## src/design/bipl_pkg.sv

```systemverilog
// Package for the button, idle-power and status-LED controller.
// Holds the word types, register map, power-mode codes and fixed widths.
// No dependencies; every other design file imports it.
package bipl_pkg;

  // Field and state widths
  localparam int IDLE_CFG_W = 20;
  localparam int DEB_W      = 10;
  localparam int ACK_W      = 13;
  localparam int PING_W     = 16;
  localparam int AGE_W      = 16;
  localparam int PHASE_W    = 11;
  localparam int LED_W      = 8;
  localparam int CFG_DATA_W = 20;
  localparam int CFG_ADDR_W = 3;

  // Blink pattern edges within the blink period
  localparam int BLINK_ON1_END  = 120;
  localparam int BLINK_OFF1_END = 240;
  localparam int BLINK_ON2_END  = 360;

  // LED full-scale level
  localparam logic [LED_W-1:0] LED_FULL = 8'd255;
  localparam logic [LED_W-1:0] LED_OFF  = 8'd0;

  // Register reset values
  localparam logic [IDLE_CFG_W-1:0] IDLE_LIGHT_RST   = 20'd300000;
  localparam logic [IDLE_CFG_W-1:0] IDLE_DEEP_RST    = 20'd900000;
  localparam logic [DEB_W-1:0]      DEBOUNCE_RST     = 10'd40;
  localparam logic [ACK_W-1:0]      LINK_TIMEOUT_RST = 13'd4000;
  localparam logic [PING_W-1:0]     PING_PERIOD_RST  = 16'd500;
  localparam logic [LED_W-1:0]      BREATH_PEAK_RST  = 8'd51;
  localparam logic [LED_W-1:0]      LINKED_BRIGHT_RST = 8'd64;

  // Register map
  typedef enum logic [CFG_ADDR_W-1:0] {
    CFG_IDLE_LIGHT    = 3'd0,
    CFG_IDLE_DEEP     = 3'd1,
    CFG_DEBOUNCE      = 3'd2,
    CFG_LINK_TIMEOUT  = 3'd3,
    CFG_PING_PERIOD   = 3'd4,
    CFG_BREATH_PEAK   = 3'd5,
    CFG_LINKED_BRIGHT = 3'd6,
    CFG_LED_INVERT    = 3'd7
  } cfg_idx_t;

  // Power modes
  typedef enum logic [1:0] {
    PM_ACTIVE = 2'd0,
    PM_LIGHT  = 2'd1,
    PM_DEEP   = 2'd2
  } power_mode_t;

  // Configuration register bank
  typedef struct packed {
    logic [IDLE_CFG_W-1:0] light_lim;
    logic [IDLE_CFG_W-1:0] deep_lim;
    logic [DEB_W-1:0]      settle_lim;
    logic [ACK_W-1:0]      link_timeout_ms;
    logic [PING_W-1:0]     ping_period_ms;
    logic [LED_W-1:0]      breath_peak;
    logic [LED_W-1:0]      linked_brightness;
    logic                  led_invert;
  } cfg_t;

  // Input word: one millisecond tick
  typedef struct packed {
    logic button_one_active;
    logic button_two_active;
    logic ack_seen;
    logic radio_accepts;
  } in_t;

  // Result word
  typedef struct packed {
    logic [LED_W-1:0] led_level;
    logic             send_one;
    logic             send_two;
    logic             send_ping;
    logic [1:0]       power_mode;
    logic             link_up;
  } out_t;

endpackage

```

## src/design/bipl_cfg_regs.sv

```systemverilog
// Configuration register bank of the controller.
// Depends on bipl_pkg for the register map and the cfg_t layout.
module bipl_cfg_regs (
  input  logic                            clk,
  input  logic                            rst_n,
  input  logic                            cfg_we,
  input  logic [bipl_pkg::CFG_ADDR_W-1:0] cfg_addr,
  input  logic [bipl_pkg::CFG_DATA_W-1:0] cfg_wdata,
  output bipl_pkg::cfg_t                  cfg_q,
  output bipl_pkg::cfg_t                  cfg_next
);
  import bipl_pkg::*;

  cfg_t cfg_r;
  cfg_t cfg_nxt;

  // Decode a write into the addressed register, truncated to its width.
  always_comb begin
    cfg_nxt = cfg_r;
    if (cfg_we) begin
      case (cfg_idx_t'(cfg_addr))
        CFG_IDLE_LIGHT:    cfg_nxt.light_lim         = cfg_wdata[IDLE_CFG_W-1:0];
        CFG_IDLE_DEEP:     cfg_nxt.deep_lim          = cfg_wdata[IDLE_CFG_W-1:0];
        CFG_DEBOUNCE:      cfg_nxt.settle_lim        = cfg_wdata[DEB_W-1:0];
        CFG_LINK_TIMEOUT:  cfg_nxt.link_timeout_ms   = cfg_wdata[ACK_W-1:0];
        CFG_PING_PERIOD:   cfg_nxt.ping_period_ms    = cfg_wdata[PING_W-1:0];
        CFG_BREATH_PEAK:   cfg_nxt.breath_peak       = cfg_wdata[LED_W-1:0];
        CFG_LINKED_BRIGHT: cfg_nxt.linked_brightness = cfg_wdata[LED_W-1:0];
        CFG_LED_INVERT:    cfg_nxt.led_invert        = cfg_wdata[0];
        default:           cfg_nxt = cfg_r;
      endcase
    end
  end

  // Register bank with its reset values.
  always_ff @(posedge clk) begin
    if (!rst_n) begin
      cfg_r.light_lim         <= IDLE_LIGHT_RST;
      cfg_r.deep_lim          <= IDLE_DEEP_RST;
      cfg_r.settle_lim        <= DEBOUNCE_RST;
      cfg_r.link_timeout_ms   <= LINK_TIMEOUT_RST;
      cfg_r.ping_period_ms    <= PING_PERIOD_RST;
      cfg_r.breath_peak       <= BREATH_PEAK_RST;
      cfg_r.linked_brightness <= LINKED_BRIGHT_RST;
      cfg_r.led_invert        <= 1'b0;
    end else begin
      cfg_r <= cfg_nxt;
    end
  end

  assign cfg_q    = cfg_r;
  assign cfg_next = cfg_nxt;

endmodule

```

## src/design/bipl_debounce.sv

```systemverilog
// One armed button debouncer: level tracker, stable-time counter and arm flag.
// Depends on bipl_pkg for widths.
module bipl_debounce (
  input  logic                       clk,
  input  logic                       rst_n,
  input  logic                       step,
  input  logic                       active,
  input  logic                       level,
  input  logic [bipl_pkg::DEB_W-1:0] settle_lim,
  output logic                       fire
);
  import bipl_pkg::*;

  localparam logic [AGE_W-1:0] AGE_MAX = '1;

  logic             last_r, last_nxt;
  logic             armed_r, armed_nxt;
  logic [AGE_W-1:0] age_r, age_nxt;
  logic             changed;
  logic [AGE_W-1:0] age_eff;
  logic [AGE_W-1:0] age_base;

  // Press detection; the tracker only follows the level in active mode.
  always_comb begin
    changed  = (level != last_r);
    age_eff  = changed ? '0 : age_r;
    fire     = active && level && armed_r && (age_eff > AGE_W'(settle_lim));
    last_nxt = active ? level : last_r;
    armed_nxt = armed_r;
    if (active) begin
      if (!level) begin
        armed_nxt = 1'b1;
      end else if (fire) begin
        armed_nxt = 1'b0;
      end
    end
    // The stable age advances on every tick and saturates.
    age_base = (active && changed) ? '0 : age_r;
    age_nxt  = (age_base == AGE_MAX) ? age_base : age_base + AGE_W'(1);
  end

  always_ff @(posedge clk) begin
    if (!rst_n) begin
      last_r  <= 1'b0;
      armed_r <= 1'b1;
      age_r   <= '0;
    end else if (step) begin
      last_r  <= last_nxt;
      armed_r <= armed_nxt;
      age_r   <= age_nxt;
    end
  end

endmodule

```

## src/design/bipl_breath.sv

```systemverilog
// Breathing triangle generator: registered peak-times-distance product and a
// reciprocal multiply that divides it by half the breath period.
// Depends on bipl_pkg for widths.
module bipl_breath #(
  parameter int BREATH_PERIOD = 2000
) (
  input  logic                         clk,
  input  logic                         rst_n,
  input  logic [bipl_pkg::PHASE_W-1:0] phase_next,
  input  logic [bipl_pkg::LED_W-1:0]   peak_next,
  output logic [bipl_pkg::LED_W-1:0]   breath_level
);
  import bipl_pkg::*;

  localparam int PROD_W  = LED_W + PHASE_W;
  localparam int HALF    = BREATH_PERIOD / 2;
  localparam int SHIFT   = PROD_W + $clog2(HALF);
  localparam int RECIP_W = PROD_W + 1;
  localparam int SCALE_W = PROD_W + RECIP_W;
  localparam logic [RECIP_W-1:0] RECIP =
    RECIP_W'(((64'd1 << SHIFT) + 64'(HALF) - 64'd1) / 64'(HALF));
  localparam logic [PHASE_W-1:0] HALF_P   = PHASE_W'(HALF);
  localparam logic [PHASE_W-1:0] PERIOD_P = PHASE_W'(BREATH_PERIOD);

  logic [PHASE_W-1:0] dist_nxt;
  logic [PROD_W-1:0]  prod_r, prod_nxt;
  logic [SCALE_W-1:0] scaled;
  logic [SCALE_W-1:0] quot;

  // Distance from the nearest end of the triangle for the coming phase.
  always_comb begin
    dist_nxt = (phase_next < HALF_P) ? phase_next : PERIOD_P - phase_next;
    prod_nxt = PROD_W'(peak_next) * PROD_W'(dist_nxt);
  end

  // The product tracks the phase and peak registers one for one.
  always_ff @(posedge clk) begin
    if (!rst_n) begin
      prod_r <= '0;
    end else begin
      prod_r <= prod_nxt;
    end
  end

  // Exact floor division by the half period, then saturation.
  always_comb begin
    scaled = SCALE_W'(prod_r) * SCALE_W'(RECIP);
    quot   = scaled >> SHIFT;
    breath_level = (quot > SCALE_W'(LED_FULL)) ? LED_FULL : quot[LED_W-1:0];
  end

endmodule

```

## src/design/button_idle_power_led_controller.sv

```systemverilog
// Button, idle-power and status-LED controller. Each input word is one
// millisecond tick carrying two button levels, an acknowledge flag and a
// radio-accept flag; each word yields exactly one result word with the LED
// duty, the send requests, the power mode and the link state. The block
// takes one word per clock cycle while the result side is not stalled:
// an input register feeds one compute stage that updates all timers and
// debouncers and loads the result register, which presents the result.
// Configuration writes take effect at the next clock edge. Deep mode,
// once entered, holds until reset.
module button_idle_power_led_controller #(
  parameter int BREATH_PERIOD = 2000,
  parameter int BLINK_PERIOD  = 2000,
  parameter int IDLE_BITS     = 20
) (
  input  logic                            clk,
  input  logic                            rst_n,
  input  logic                            in_valid,
  output logic                            in_ready,
  input  bipl_pkg::in_t                   in_data,
  output logic                            out_valid,
  input  logic                            out_ready,
  output bipl_pkg::out_t                  out_data,
  input  logic                            cfg_we,
  input  logic [bipl_pkg::CFG_ADDR_W-1:0] cfg_addr,
  input  logic [bipl_pkg::CFG_DATA_W-1:0] cfg_wdata
);
  import bipl_pkg::*;

  localparam int CMP_W = (IDLE_BITS > IDLE_CFG_W) ? IDLE_BITS : IDLE_CFG_W;
  localparam logic [IDLE_BITS-1:0] IDLE_MAX = '1;
  localparam logic [ACK_W-1:0]     ACK_MAX  = '1;
  localparam logic [PING_W-1:0]    PING_MAX = '1;
  localparam logic [PHASE_W-1:0]   BLINK_LAST  = PHASE_W'(BLINK_PERIOD - 1);
  localparam logic [PHASE_W-1:0]   BREATH_LAST = PHASE_W'(BREATH_PERIOD - 1);

  cfg_t cfg;
  cfg_t cfg_nxt;

  // Pipeline control
  logic in_vld_r;
  in_t  in_data_r;
  logic out_vld_r;
  out_t out_data_r;
  logic step;

  // Timers and LED state
  logic [IDLE_BITS-1:0] idle_r, idle_nxt, idle_eff;
  logic [ACK_W-1:0]     ack_age_r, ack_age_nxt, ack_eff;
  logic [PING_W-1:0]    ping_age_r, ping_age_nxt, ping_eff;
  logic [PHASE_W-1:0]   blink_r, blink_nxt;
  logic [PHASE_W-1:0]   breath_r, breath_nxt, breath_phase_next;
  logic [LED_W-1:0]     held_led_r, held_nxt;
  logic [LED_W-1:0]     blink_lvl;
  logic [LED_W-1:0]     breath_lvl;

  power_mode_t mode;
  logic        link;
  logic        fire_one, fire_two;
  logic        s1, s2, sp;
  logic        idle_clr;
  logic        active_step;
  out_t        result;

  bipl_cfg_regs u_cfg (
    .clk       (clk),
    .rst_n     (rst_n),
    .cfg_we    (cfg_we),
    .cfg_addr  (cfg_addr),
    .cfg_wdata (cfg_wdata),
    .cfg_q     (cfg),
    .cfg_next  (cfg_nxt)
  );

  // Input register and result register handshakes.
  assign step     = in_vld_r && (!out_vld_r || out_ready);
  assign in_ready = !in_vld_r || step;

  always_ff @(posedge clk) begin
    if (!rst_n) begin
      in_vld_r  <= 1'b0;
      out_vld_r <= 1'b0;
    end else begin
      if (in_valid && in_ready) begin
        in_vld_r <= 1'b1;
      end else if (step) begin
        in_vld_r <= 1'b0;
      end
      if (step) begin
        out_vld_r <= 1'b1;
      end else if (out_ready) begin
        out_vld_r <= 1'b0;
      end
    end
  end

  always_ff @(posedge clk) begin
    if (in_valid && in_ready) begin
      in_data_r <= in_data;
    end
    if (step) begin
      out_data_r <= result;
    end
  end

  // Power mode from the idle timer; a saturated timer always means deep.
  always_comb begin
    if (idle_r == IDLE_MAX) begin
      mode = PM_DEEP;
    end else if (CMP_W'(idle_r) < CMP_W'(cfg.light_lim)) begin
      mode = PM_ACTIVE;
    end else if (CMP_W'(idle_r) < CMP_W'(cfg.deep_lim)) begin
      mode = PM_LIGHT;
    end else begin
      mode = PM_DEEP;
    end
  end

  assign active_step = step && (mode == PM_ACTIVE);

  bipl_debounce u_deb_one (
    .clk        (clk),
    .rst_n      (rst_n),
    .step       (step),
    .active     (active_step),
    .level      (in_data_r.button_one_active),
    .settle_lim (cfg.settle_lim),
    .fire       (fire_one)
  );

  bipl_debounce u_deb_two (
    .clk        (clk),
    .rst_n      (rst_n),
    .step       (step),
    .active     (active_step),
    .level      (in_data_r.button_two_active),
    .settle_lim (cfg.settle_lim),
    .fire       (fire_two)
  );

  // Double blink pattern over the blink period.
  always_comb begin
    if (blink_r < PHASE_W'(BLINK_ON1_END)) begin
      blink_lvl = LED_FULL;
    end else if (blink_r < PHASE_W'(BLINK_OFF1_END)) begin
      blink_lvl = LED_OFF;
    end else if (blink_r < PHASE_W'(BLINK_ON2_END)) begin
      blink_lvl = LED_FULL;
    end else begin
      blink_lvl = LED_OFF;
    end
  end

  // Per-tick work: sends, ping, LED level and timer updates.
  always_comb begin
    ack_eff  = in_data_r.ack_seen ? '0 : ack_age_r;
    link     = (ack_eff < cfg.link_timeout_ms);
    s1       = 1'b0;
    s2       = 1'b0;
    sp       = 1'b0;
    ping_eff = ping_age_r;
    held_nxt = held_led_r;
    case (mode)
      PM_ACTIVE: begin
        s1 = fire_one;
        s2 = fire_two;
        if (ping_age_r >= cfg.ping_period_ms) begin
          sp       = 1'b1;
          ping_eff = '0;
        end
        if (in_data_r.button_one_active || in_data_r.button_two_active) begin
          held_nxt = LED_FULL;
        end else if (link) begin
          held_nxt = cfg.linked_brightness;
        end else begin
          held_nxt = blink_lvl;
        end
      end
      PM_LIGHT: begin
        if (in_data_r.button_one_active) begin
          s1 = 1'b1;
        end else if (in_data_r.button_two_active) begin
          s2 = 1'b1;
        end else begin
          held_nxt = breath_lvl;
        end
      end
      default: begin
        held_nxt = LED_OFF;
      end
    endcase

    // An accepted button send restarts the idle timer and the breath phase.
    idle_clr = (s1 || s2) && in_data_r.radio_accepts;
    idle_eff = idle_clr ? '0 : idle_r;
    if (mode == PM_DEEP) begin
      idle_nxt = IDLE_MAX;
    end else if (idle_eff != IDLE_MAX) begin
      idle_nxt = idle_eff + IDLE_BITS'(1);
    end else begin
      idle_nxt = idle_eff;
    end
    if (idle_clr) begin
      breath_nxt = PHASE_W'(1);
    end else begin
      breath_nxt = (breath_r == BREATH_LAST) ? '0 : breath_r + PHASE_W'(1);
    end
    blink_nxt    = (blink_r == BLINK_LAST) ? '0 : blink_r + PHASE_W'(1);
    ack_age_nxt  = (ack_eff == ACK_MAX) ? ack_eff : ack_eff + ACK_W'(1);
    ping_age_nxt = (ping_eff == PING_MAX) ? ping_eff : ping_eff + PING_W'(1);

    result.led_level  = cfg.led_invert ? ~held_nxt : held_nxt;
    result.send_one   = s1;
    result.send_two   = s2;
    result.send_ping  = sp;
    result.power_mode = mode;
    result.link_up    = link;
  end

  assign breath_phase_next = step ? breath_nxt : breath_r;

  bipl_breath #(
    .BREATH_PERIOD (BREATH_PERIOD)
  ) u_breath (
    .clk          (clk),
    .rst_n        (rst_n),
    .phase_next   (breath_phase_next),
    .peak_next    (cfg_nxt.breath_peak),
    .breath_level (breath_lvl)
  );

  // Controller state registers.
  always_ff @(posedge clk) begin
    if (!rst_n) begin
      idle_r     <= '0;
      ack_age_r  <= '0;
      ping_age_r <= '0;
      blink_r    <= '0;
      breath_r   <= '0;
      held_led_r <= '0;
    end else if (step) begin
      idle_r     <= idle_nxt;
      ack_age_r  <= ack_age_nxt;
      ping_age_r <= ping_age_nxt;
      blink_r    <= blink_nxt;
      breath_r   <= breath_nxt;
      held_led_r <= held_nxt;
    end
  end

  assign out_valid = out_vld_r;
  assign out_data  = out_data_r;

  // Deep mode is latched: a saturated idle timer never leaves saturation.
  a_deep_latched: assert property (@(posedge clk) disable iff (!rst_n)
    (idle_r == IDLE_MAX) |=> (idle_r == IDLE_MAX))
    else $error("idle timer left deep-mode saturation");

  // A deep-mode result carries no send requests.
  a_deep_silent: assert property (@(posedge clk) disable iff (!rst_n)
    (out_vld_r && (out_data_r.power_mode == PM_DEEP)) |->
      (!out_data_r.send_one && !out_data_r.send_two && !out_data_r.send_ping))
    else $error("send request in deep mode");

  // Pings are only requested in active mode, and light idle sends one button.
  a_light_sends: assert property (@(posedge clk) disable iff (!rst_n)
    (out_vld_r && (out_data_r.power_mode == PM_LIGHT)) |->
      (!out_data_r.send_ping && !(out_data_r.send_one && out_data_r.send_two)))
    else $error("bad send pattern in light idle");

  // The input side stalls only behind a held result.
  a_stall_cause: assert property (@(posedge clk) disable iff (!rst_n)
    !in_ready |-> (in_vld_r && out_vld_r && !out_ready))
    else $error("input stalled without a blocked result");

endmodule

```

## config.mk

```make
export PLATFORM = sky130hd
export DESIGN_NAME = button_idle_power_led_controller
export DESIGN_NICKNAME = d
export VERILOG_FILES = /design/src/design/bipl_pkg.sv /design/src/design/bipl_cfg_regs.sv /design/src/design/bipl_debounce.sv /design/src/design/bipl_breath.sv /design/src/design/button_idle_power_led_controller.sv
export SDC_FILE = /design/constraint.sdc
export NUM_CORES = 1
export LEC_CHECK = 0
export BUFFER_PORTS_ARGS = -buffer_cell sky130_fd_sc_hd__buf_2
export CORE_UTILIZATION = 35
export CTS_CLUSTER_SIZE = 10
export DETAILED_ROUTE_END_ITERATION = 16
export PLACE_DENSITY = 0.48
export SLEW_MARGIN = 10
export SYNTH_ARGS = -nofsm -noshare
export SYNTH_HDL_FRONTEND = slang
export SYNTH_SLANG_ARGS = --single-unit
```

## constraint.sdc

```tcl
create_clock -name clk -period 8.55 [get_ports clk]
set_clock_uncertainty 0.1 [all_clocks]
set_input_delay 0.4275 -clock clk [delete_from_list [all_inputs] [get_ports clk]]
set_output_delay 0.4275 -clock clk [all_outputs]
set_load 0.005 [all_outputs]
```

[Yosys cells after proc, flatten, opt, wreduce, memory -nomap -nowiden]
Index checks and enable logic that the tools add are counted.
Storage, ports and cells
  register bits: 250
  input bits: 32
Operators by class
  add/sub/neg operators: 8
  multipliers: 2
  order comparisons: 11
  equality and inequality tests: 21
  mux-type cells: 50
  bitwise logic cells: 1
  reductions and logical operators: 32
Operators by type and width (count)
  2-to-1 mux 16 bit: 9
  2-to-1 mux 8 bit: 11
  2-to-1 mux 20 bit: 3
  2-to-1 mux 11 bit: 5
  adder 16 x 1 -> 16 bit, second input constant: 3
  == test 16 bit, second input constant: 3
  less-than comparator 20 bit: 2
  multiplier 19 x 20 -> 39 bit, second input constant: 1
  greater-than comparator 16 x 10 -> 1 bit: 2
  2-to-1 mux 13 bit: 2
  adder 11 x 1 -> 11 bit, second input constant: 2
  == test 11 bit, second input constant: 2
  adder 20 x 1 -> 20 bit, second input constant: 1
  == test 20 bit, second input constant: 1
  != test 20 bit, second input constant: 1
  multiplier 8 x 11 -> 19 bit: 1
  2-to-1 mux 17 bit: 1
  >= comparator 16 bit: 1
  case mux 8 bit (2 select lines): 1
  AND reduction 2 bit: 8
  adder 13 x 1 -> 13 bit, second input constant: 1
  == test 13 bit, second input constant: 1
  less-than comparator 13 bit: 1
  2-to-1 mux 1 bit: 13
  other kinds (23): 49

[Depth between registers and ports, before layout]
Gate-level depths: netlist of the first run.
  word-level depth: 17
  mapped depth: 38

[Cells and area by module]
Synthesis of the first run repeated with hierarchy kept, for this count alone.
Second synthesis, totals
  cell total of the unflattened synthesis: 2670
  area, all modules: 23485.0 um^2
Modules (own cells, without submodules)
  bipl_breath: times used 1, cells an instance 928, area an instance 8461.9 um^2, sequential area each 380.4 um^2
  button_idle_power_led_controller: times used 1, cells an instance 897, area an instance 7235.7 um^2, sequential area each 2162.1 um^2
  bipl_cfg_regs: times used 1, cells an instance 471, area an instance 4929.7 um^2, sequential area each 1921.8 um^2
  bipl_debounce: times used 2, cells an instance 187, area an instance 1428.9 um^2, sequential area each 360.3 um^2

[Worst setup path after synthesis of the first run]
Ideal clock, no wire load.
  path kind: register to register
  start point: register in_data_r[2] in the netlist's numbering
  end point: register u_breath.prod_r[18]
  library setup time: 0.070 ns
  data arrival time: 8.510 ns
  data required time: 8.380 ns
  setup slack: -0.131 ns
  stages on the path, launching flop included: 38
  path buffers: 2
  period minus slack after synthesis: 8.681 ns
  path through: edfxtp_1 > xnor2_1 > clkbuf_1 > and2_1 > ha_1 > nand4_1 > or4_1 > nand3_1 > a211oi_1 > o211a_1 > o21ai_1 > nand2_2 > buf_6 > o41ai_1 > inv_1 > ha_1 > o2111ai_1 > a21oi_1 > [2 not listed] > fa_1 > inv_1 > fa_1 > inv_1 > fa_1 > inv_1 > fa_1 > inv_1 > ha_1 > a21oi_1 > o21ai_0 > a21oi_1 > o22ai_1 > o41ai_1 > o211ai_1 > o21a_1 > or3_1 > a21oi_1
On the way
  cells in the longest elaborated chain, start to end: 12
  elaborated cells on any way between the ends: 17
  those cells by class: 1 x add/sub; 1 x mul; 2 x order compare; 1 x eq/ne; 7 x mux; 5 x reduce/logical
Ends and longest elaborated chain
  from (decl): line button_idle_power_led_controller.sv:41  | in_t in_data_r;
  from (signal assigned): line button_idle_power_led_controller.sv:98  | in_data_r <= in_data;
  != test 1 bit: line bipl_debounce.sv:25  | changed = (level != last_r);
  2-to-1 mux 16 bit: line bipl_debounce.sv:26  | age_eff = changed ? '0 : age_r;
  greater-than comparator 16 x 10 -> 1 bit: line bipl_debounce.sv:27  | fire = active && level && armed_r && (age_eff > AGE_W'(settle_lim));
  logical AND 1 bit: line bipl_debounce.sv:27
  case mux 1 bit (2 select lines) *: line button_idle_power_led_controller.sv:162  | case (mode)
  logical OR 1 bit *: line button_idle_power_led_controller.sv:193  | idle_clr = (s1 || s2) && in_data_r.radio_accepts;
  logical AND 1 bit *: line button_idle_power_led_controller.sv:193
  2-to-1 mux 11 bit *: line button_idle_power_led_controller.sv:202  | if (idle_clr) begin
  2-to-1 mux 11 bit *
  subtractor 11 bit / less-than comparator 11 x 10 -> 1 bit (equally long branches): line bipl_breath.sv:32  | dist_nxt = (phase_next < HALF_P) ? phase_next : PERIOD_P - phase_next;
  2-to-1 mux 11 bit *: line bipl_breath.sv:32
  multiplier 8 x 11 -> 19 bit *: line bipl_breath.sv:33  | prod_nxt = PROD_W'(peak_next) * PROD_W'(dist_nxt);
  to (signal assigned): line bipl_breath.sv:41  | prod_r <= prod_nxt;
  to (decl): line bipl_breath.sv:26  | logic [PROD_W-1:0] prod_r, prod_nxt;
Mark *: on every way between the ends. The rest lies on a longest branch, timed or not.
A chain may end at the register's enable or synchronous reset.

==> flow_summary.toml, run 1 <==
[status]
status = "complete, no violations"

[synth]
synth_common_cells = "inv_1 (324), nand2_1 (296), ha_1 (295)"
synth_fa_ha_area_share_pct = 30.7
yosys.area.top_type_share_pct = 22.3
ys_async_sr_fraction_pct = 0
synth_cell_types = 90
synthXorXnorAreaFrac_pct = 3.72
synthMuxAreaShare_pct = 0.630
synth_seq_area_share_pct = 24.9
synth.most_common_cell = "inv_1"
synth_top_family_by_area = "adder cells"
synth_compound_area_share_pct = 13.7
synth_simple_gate_area_share_pct = 18.8
avgSynthCellArea_um2 = 8.38
yosys_warnings = 0
synth_top_cell_by_area = "dfxtp_1"
ys_ff_latch = 250
synth_edf_count = 18
synthFlopType = "dfxtp_1"
synth.area.top_cells = "dfxtp_1 (22%), ha_1 (18%), fa_1 (13%)"
syn_inst = 2487
netlist_area_mm2 = 0.0208
synth_nets = 2949

[place]
placed_cells = 3268
portBuffers = 47
gp_congestion = 0.837
place_hpwl_um = 43400

[critical_path]
crit_top_cell = "fa_1"
critPathSlowestCell = "fa_1"
crit_path_end_kind = "register"
startpoint_type = "register"
cp.buffers_inverters = 3
crit_path_max_incr_delay_ns = 0.55
path_delay_family = "adder cells"
crit_type = "register to register"
path_max_fanout = 8
worst_ep_required_time_ns = 8.98
cp.arrival_ns = 8.64

[pwr]
p_total_w = 0.00324
ir_worst_vdd_v = 0.000157
pwr-share-seq_pct = 39.0
switching_share_pct = 30.9
power_density_mw_per_mm2 = 137
leakage_nw = 11.1
combPwrFrac_pct = 21.9
p_int_w = 0.00224
p_sw_w = 0.00100
clkPwrFrac_pct = 39.1

[finish]
final_cells = 3353
area_growth_pct = 13.3
fin_nets = 3022
drive_above_1_share_pct = 9.62

[routing]
firstDrtPassIters = 5
totalWireLength_um = 56900
ant_nets = 0
wl_per_cell_um = 17.0
vias = 16900
drc_errors = 0
viasPerCell = 5.05
drt_iter0_drc = 774

[clock_network]
clk_pin_slew_ns = 0.06
cts_buffers = 31
clock_latency_ns = 0.60
cts_tree = "yes"
clock-sinks = 250
htree_levels = 1
clock_path_buffers = 3
clockRootBuffer = "clkbuf_16"

[sta]
fin_crit_sh_pct = 96.0
slew_viol_final = 0
fmax_mhz = 122
worst_slew_pin_slew_ns = 0.895
setup-violations-final = 0
slew_headroom_pct = 40.3
finalHoldViolations = 0
period_needed_ns = 8.21

[global_routing]
grt_max_degree = 72
grt_pass1_wl_um = 91200
grt_overflow = 0
first_global_vias = 16900
grt_usage_pct = 18.9
antenna_found_initial = 4

[worst_hold_path]
min_path_type = "input pin to register"

[die]
die_area_mm2 = 0.0605
dieWidth_um = 246
start_util_pct = 35.4
io_pins = 48
rows = 89
core-area_mm2 = 0.0589
die-height_um = 246

[job]
cap_violations = 0
==> layout make-up <==
| type | instances | area, um^2 |
|---|---|---|
| fillers | 5986 | 35300 |
| multi-input cells | 1826 | 14400 |
| flip-flops and latches | 250 | 5190 |
| inverters | 328 | 1230 |
| well taps | 773 | 967 |
| repair buffers | 123 | 860 |
| clock buffers | 46 | 852 |
| clock inverters | 5 | 95.1 |
| diodes | 2 | 5.00 |
==> worst min-delay path: stages <==
cell and delay (ns):
buf_2 0.12, nand2_1 0.05, o211ai_1 0.07
==> power by group through the flow <==
stage,clock [W],sequential [W],combinational (W)
6_report,0.00127,0.00126,0.000711
5_1_grt,0.00136,0.00127,0.000826
4_1_cts,0.00131,0.00126,0.000704
3_5_place_dp,0,0.00129,0.000694
3_3_place_gp,0,0.00129,0.000679
2_1_floorplan,0,0.00127,0.000494
==> state kept, by name (all words and copies together), names as in the netlist, 4 cells and up <==
signal,cells
u_cfg.cfg_q,96
idle_r,20
u_breath.prod_r,19
ping_age_r,16
u_deb_one.age_r,16
u_deb_two.age_r,16
out_data,14
ack_age_r,13
blink_r,11
breath_r,11
held_led_r,8
in_data_r,4
==> routing by layer <==
layer / track usage, % / vias to the layer above / share of wire (%)
met5: 0 / - / 0.039
met4: 5.10 / 4 / 2.5
met3: 2.12 / 78 / 3.5
met2: 33.4 / 290 / 49
met1: 24.1 / 8080 / 45
li1: - / 8492 / -
==> cell families (layout without fill, tap and decap cells) <==
group / count (synthesis) / after routing
fa+ha+maj: 430 / 430
flops: 250 / 250
compound gates: 438 / 438
simple gates: 858 / 858
xor+xnor: 86 / 87
buf+inv: 412 / 502
other cells: 0 / 2
mux: 13 / 13
==> path summary, 6_finish.rpt <==
check,slack [ns],from,cells past startpoint,endpoint
setup / recovery,0.34,in_data_r[2],32,u_breath.prod_r[18]
hold / removal,0.03,cfg_wdata[15],3,u_cfg.cfg_q[91]
hold reg to reg,0.35,held_led_r[3],2,held_led_r[3]
setup reg to reg,0.34,in_data_r[2],32,u_breath.prod_r[18]
==> layout by cell type (no fill, tap or decap), types with 18 or more instances in the layout <==
cell / count
xnor2_1: 40
o211ai_1: 44
nor3_1: 36
and3_1: 19
buf_4: 59
a31oi_1: 18
nand3_1: 55
a21o_1: 26
edfxtp_1: 18
inv_1: 322
and2_1: 34
o21ai_0: 70
clkbuf_16: 31
fa_1: 135
nor2b_1: 28
nand2_1: 295
nor2_1: 258
dfxtp_1: 230
xor2_1: 39
buf_2: 47
ha_1: 288
nand4_1: 39
a21oi_1: 152
==> through the flow <==
| step | hold slack, ns | utilization, % | TNS [ns] | setup slack (ns) | area (um^2) |
|---|---|---|---|---|---|
| global route | 0.0112 | 40.1 | -0.0805 | -0.0571 | 23600 |
| finish | 0.0295 | 40.1 | 0 | 0.341 | 23600 |
| global placement | 0.337 | 37.4 | 0 | 0.0569 | 22100 |
| detailed placement | 0.345 | 37.4 | -0.452 | -0.224 | 22100 |
| floorplan | 0.326 | - | 0 | 0.0813 | 20900 |
| CTS | 0.00114 | 39.3 | 0 | 0.0179 | 23200 |
==> repair_timing <==
action / in CTS / in global routing
setup endpoints to repair: 4 / 7
gates cloned: 0 / 1
hold buffers: 11 / 0
gates resized for setup: 3 / 62
hold endpoints to repair: 19 / 0
setup buffers: 3 / 17
pin swaps: 1 / 28
(Power assumes the default switching activity.)
==> inputs of run 2 (changes only) <==
--- a/config.mk
+++ b/config.mk
@@ -10,6 +10,7 @@
 export CTS_CLUSTER_SIZE = 10
 export DETAILED_ROUTE_END_ITERATION = 16
 export PLACE_DENSITY = 0.48
+export SKIP_CTS_REPAIR_TIMING = 1
 export SLEW_MARGIN = 10
 export SYNTH_ARGS = -nofsm -noshare
 export SYNTH_HDL_FRONTEND = slang
==> constraint.sdc (replaced) <==
create_clock -name clk -period 7 [get_ports clk]
set_clock_uncertainty 0.1 [all_clocks]
set_input_delay 0.35 -clock clk [delete_from_list [all_inputs] [get_ports clk]]
set_output_delay 0.35 -clock clk [all_outputs]
set_load 0.005 [all_outputs]
==> flow_summary.toml, run 2 (synthesis results as in run 1) <==
[finish]
final_cell_mix = "inv_1 (316), nand2_1 (295), ha_1 (281), nor2_1 (249), buf_4 (248)"
fillerInstances = 5814
drive_above_1_share_pct = 17.9
fin_nets = 3222
largest_reg_flops = 96
fin_area_mm2 = 0.0257
mostFrequentLayoutCell = "inv_1"
area_growth_pct = 23.1
fin_util_pct = 43.6
final_cells = 3559

[routing]
totalWireLength_um = 58300
firstDrtPassIters = 7
vias = 17800
drt_iter0_drc = 888
wl_per_cell_um = 16.4
viasPerCell = 5.00
drc_errors = 0
ant_nets = 0

[critical_path]
critPathSlowestCell = "fa_1"
startpoint_type = "register"
crit_path_max_incr_delay_ns = 0.50
startpoint = "in_data_r[3]"
rrSetupSlack_ns = -0.90
crit_type = "register to register"
cp.arrival_ns = 8.26
ff2ff_path_depth = 33
r2r-start = "in_data_r[3]"
path_max_fanout = 6
crit_path_end = "u_breath.prod_r[18]"
worst_ep_required_time_ns = 7.36
crit_path_end_kind = "register"
rr_endpoint = "u_breath.prod_r[18]"
crit_top_cell = "fa_1"

[clock_network]
clk_pin_slew_ns = 0.06
cts_buffers = 35
clock-sinks = 250
clock_path_buffers = 3
clockRootBuffer = "clkbuf_16"
cts_tree = "yes"
clock_latency_ns = 0.55
htree_levels = 2

[place]
place_area_mm2 = 0.0237
portBuffers = 47
placed_cells = 3464
dp_slack_ns = -1.19
place_hpwl_um = 44800
gp_congestion = 0.848

[global_routing]
grt_pass1_wl_um = 94600
antenna_found_initial = 4
grt_overflow = 0
first_global_vias = 17700
grt_max_degree = 81
grt_usage_pct = 19.6

[sta]
fmax_mhz = 127
rsz0062_at_grt = "yes"
period_needed_ns = 7.90
fin_ws_ns = -0.902
slew_headroom_pct = 30.7
slew_viol_final = 0
finalHoldViolations = 0
worst_slew_pin_slew_ns = 1.04
fin_crit_sh_pct = 113
setup-violations-final = 10

[die]
io_pins = 48
die_area_mm2 = 0.0605
start_util_pct = 35.4
rows = 89
core-area_mm2 = 0.0589
dieWidth_um = 246
die-height_um = 246

[pwr]
switching_share_pct = 30.7
pwr-share-seq_pct = 35.9
clkPwrFrac_pct = 41.4
p_int_w = 0.00295
combPwrFrac_pct = 22.7
ir_worst_vdd_v = 0.000178
p_sw_w = 0.00131
leakage_nw = 12.2
power_density_mw_per_mm2 = 166

[job]
cap_violations = 0

[worst_hold_path]
min_path_type = "input pin to register"

[status]
violations = "negative setup slack"
status = "finished, violations left"
[run 2: worst min-delay path by stage]
stage / from / cells after the start / endpoint / slack (ns)
floorplan: u_deb_one.armed_r / 1 / u_deb_one.armed_r / 0.33
global placement: u_deb_one.armed_r / 1 / u_deb_one.armed_r / 0.34
detailed placement: u_deb_one.armed_r / 1 / u_deb_one.armed_r / 0.35
CTS: in_data[1] / 1 / in_data_r[1] / -0.15
global route: cfg_wdata[10] / 3 / u_cfg.cfg_q[66] / 0.0002
finish: cfg_wdata[10] / 3 / u_cfg.cfg_q[27] / 0.006
[run 2: cell type report]
| cell class | count | area, um^2 | area share, % |
|---|---|---|---|
| antenna | 1 | 2.50 | 0.00975 |
| clock buffer | 53 | 1030 | 4.03 |
| clock inverter | 9 | 92.6 | 0.361 |
| inverter | 328 | 1230 | 4.81 |
| multi-input combinational | 1826 | 14800 | 57.5 |
| sequential | 250 | 5180 | 20.2 |
| tap | 773 | 967 | 3.77 |
| timing repair buffer | 319 | 2380 | 9.28 |
[run 2: per-stage QoR]
step                      hold WS (ns)  TNS [ns]  total power [W]
after floorplan                  0.326     -4.47          0.00217
after global placement           0.337     -6.73          0.00247
after detailed placement         0.345     -7.96          0.00248
after CTS                       -0.152     -8.51          0.00429
after global routing          0.000200     -8.73          0.00453
final                          0.00649     -5.12          0.00425
[run 2: per-layer routing]
metal | vias to the layer above | track usage (%) | part of all wire, %
met5 | - | 0 | 0
met4 | 0 | 4.84 | 1.9
met3 | 67 | 2.03 | 3.7
met2 | 266 | 32.8 | 47
met1 | 8558 | 26.8 | 47
li1 | 8917 | - | -
[run 2: worst max-delay path: cells and delay by family (launching register included)]
family | cells | cell delay (ns)
adders and majority gates | 6 | 2.44
xor gates and xnor gates | 2 | 0.44
AOI/OAI and AO/OA | 14 | 2.81
buffers and inverters | 5 | 0.37
DFF | 1 | 0.42
and+or+nand+nor | 6 | 1.25
[run 2: power groups by stage]
| stage | Combinational [W] | Sequential, W | Clock [W] |
|---|---|---|---|
| floorplan | 0.000619 | 0.00155 | 0 |
| global placement | 0.000911 | 0.00156 | 0 |
| detailed placement | 0.000925 | 0.00156 | 0 |
| CTS | 0.000937 | 0.00153 | 0.00183 |
| global route | 0.00112 | 0.00153 | 0.00188 |
| finish | 0.000965 | 0.00153 | 0.00176 |
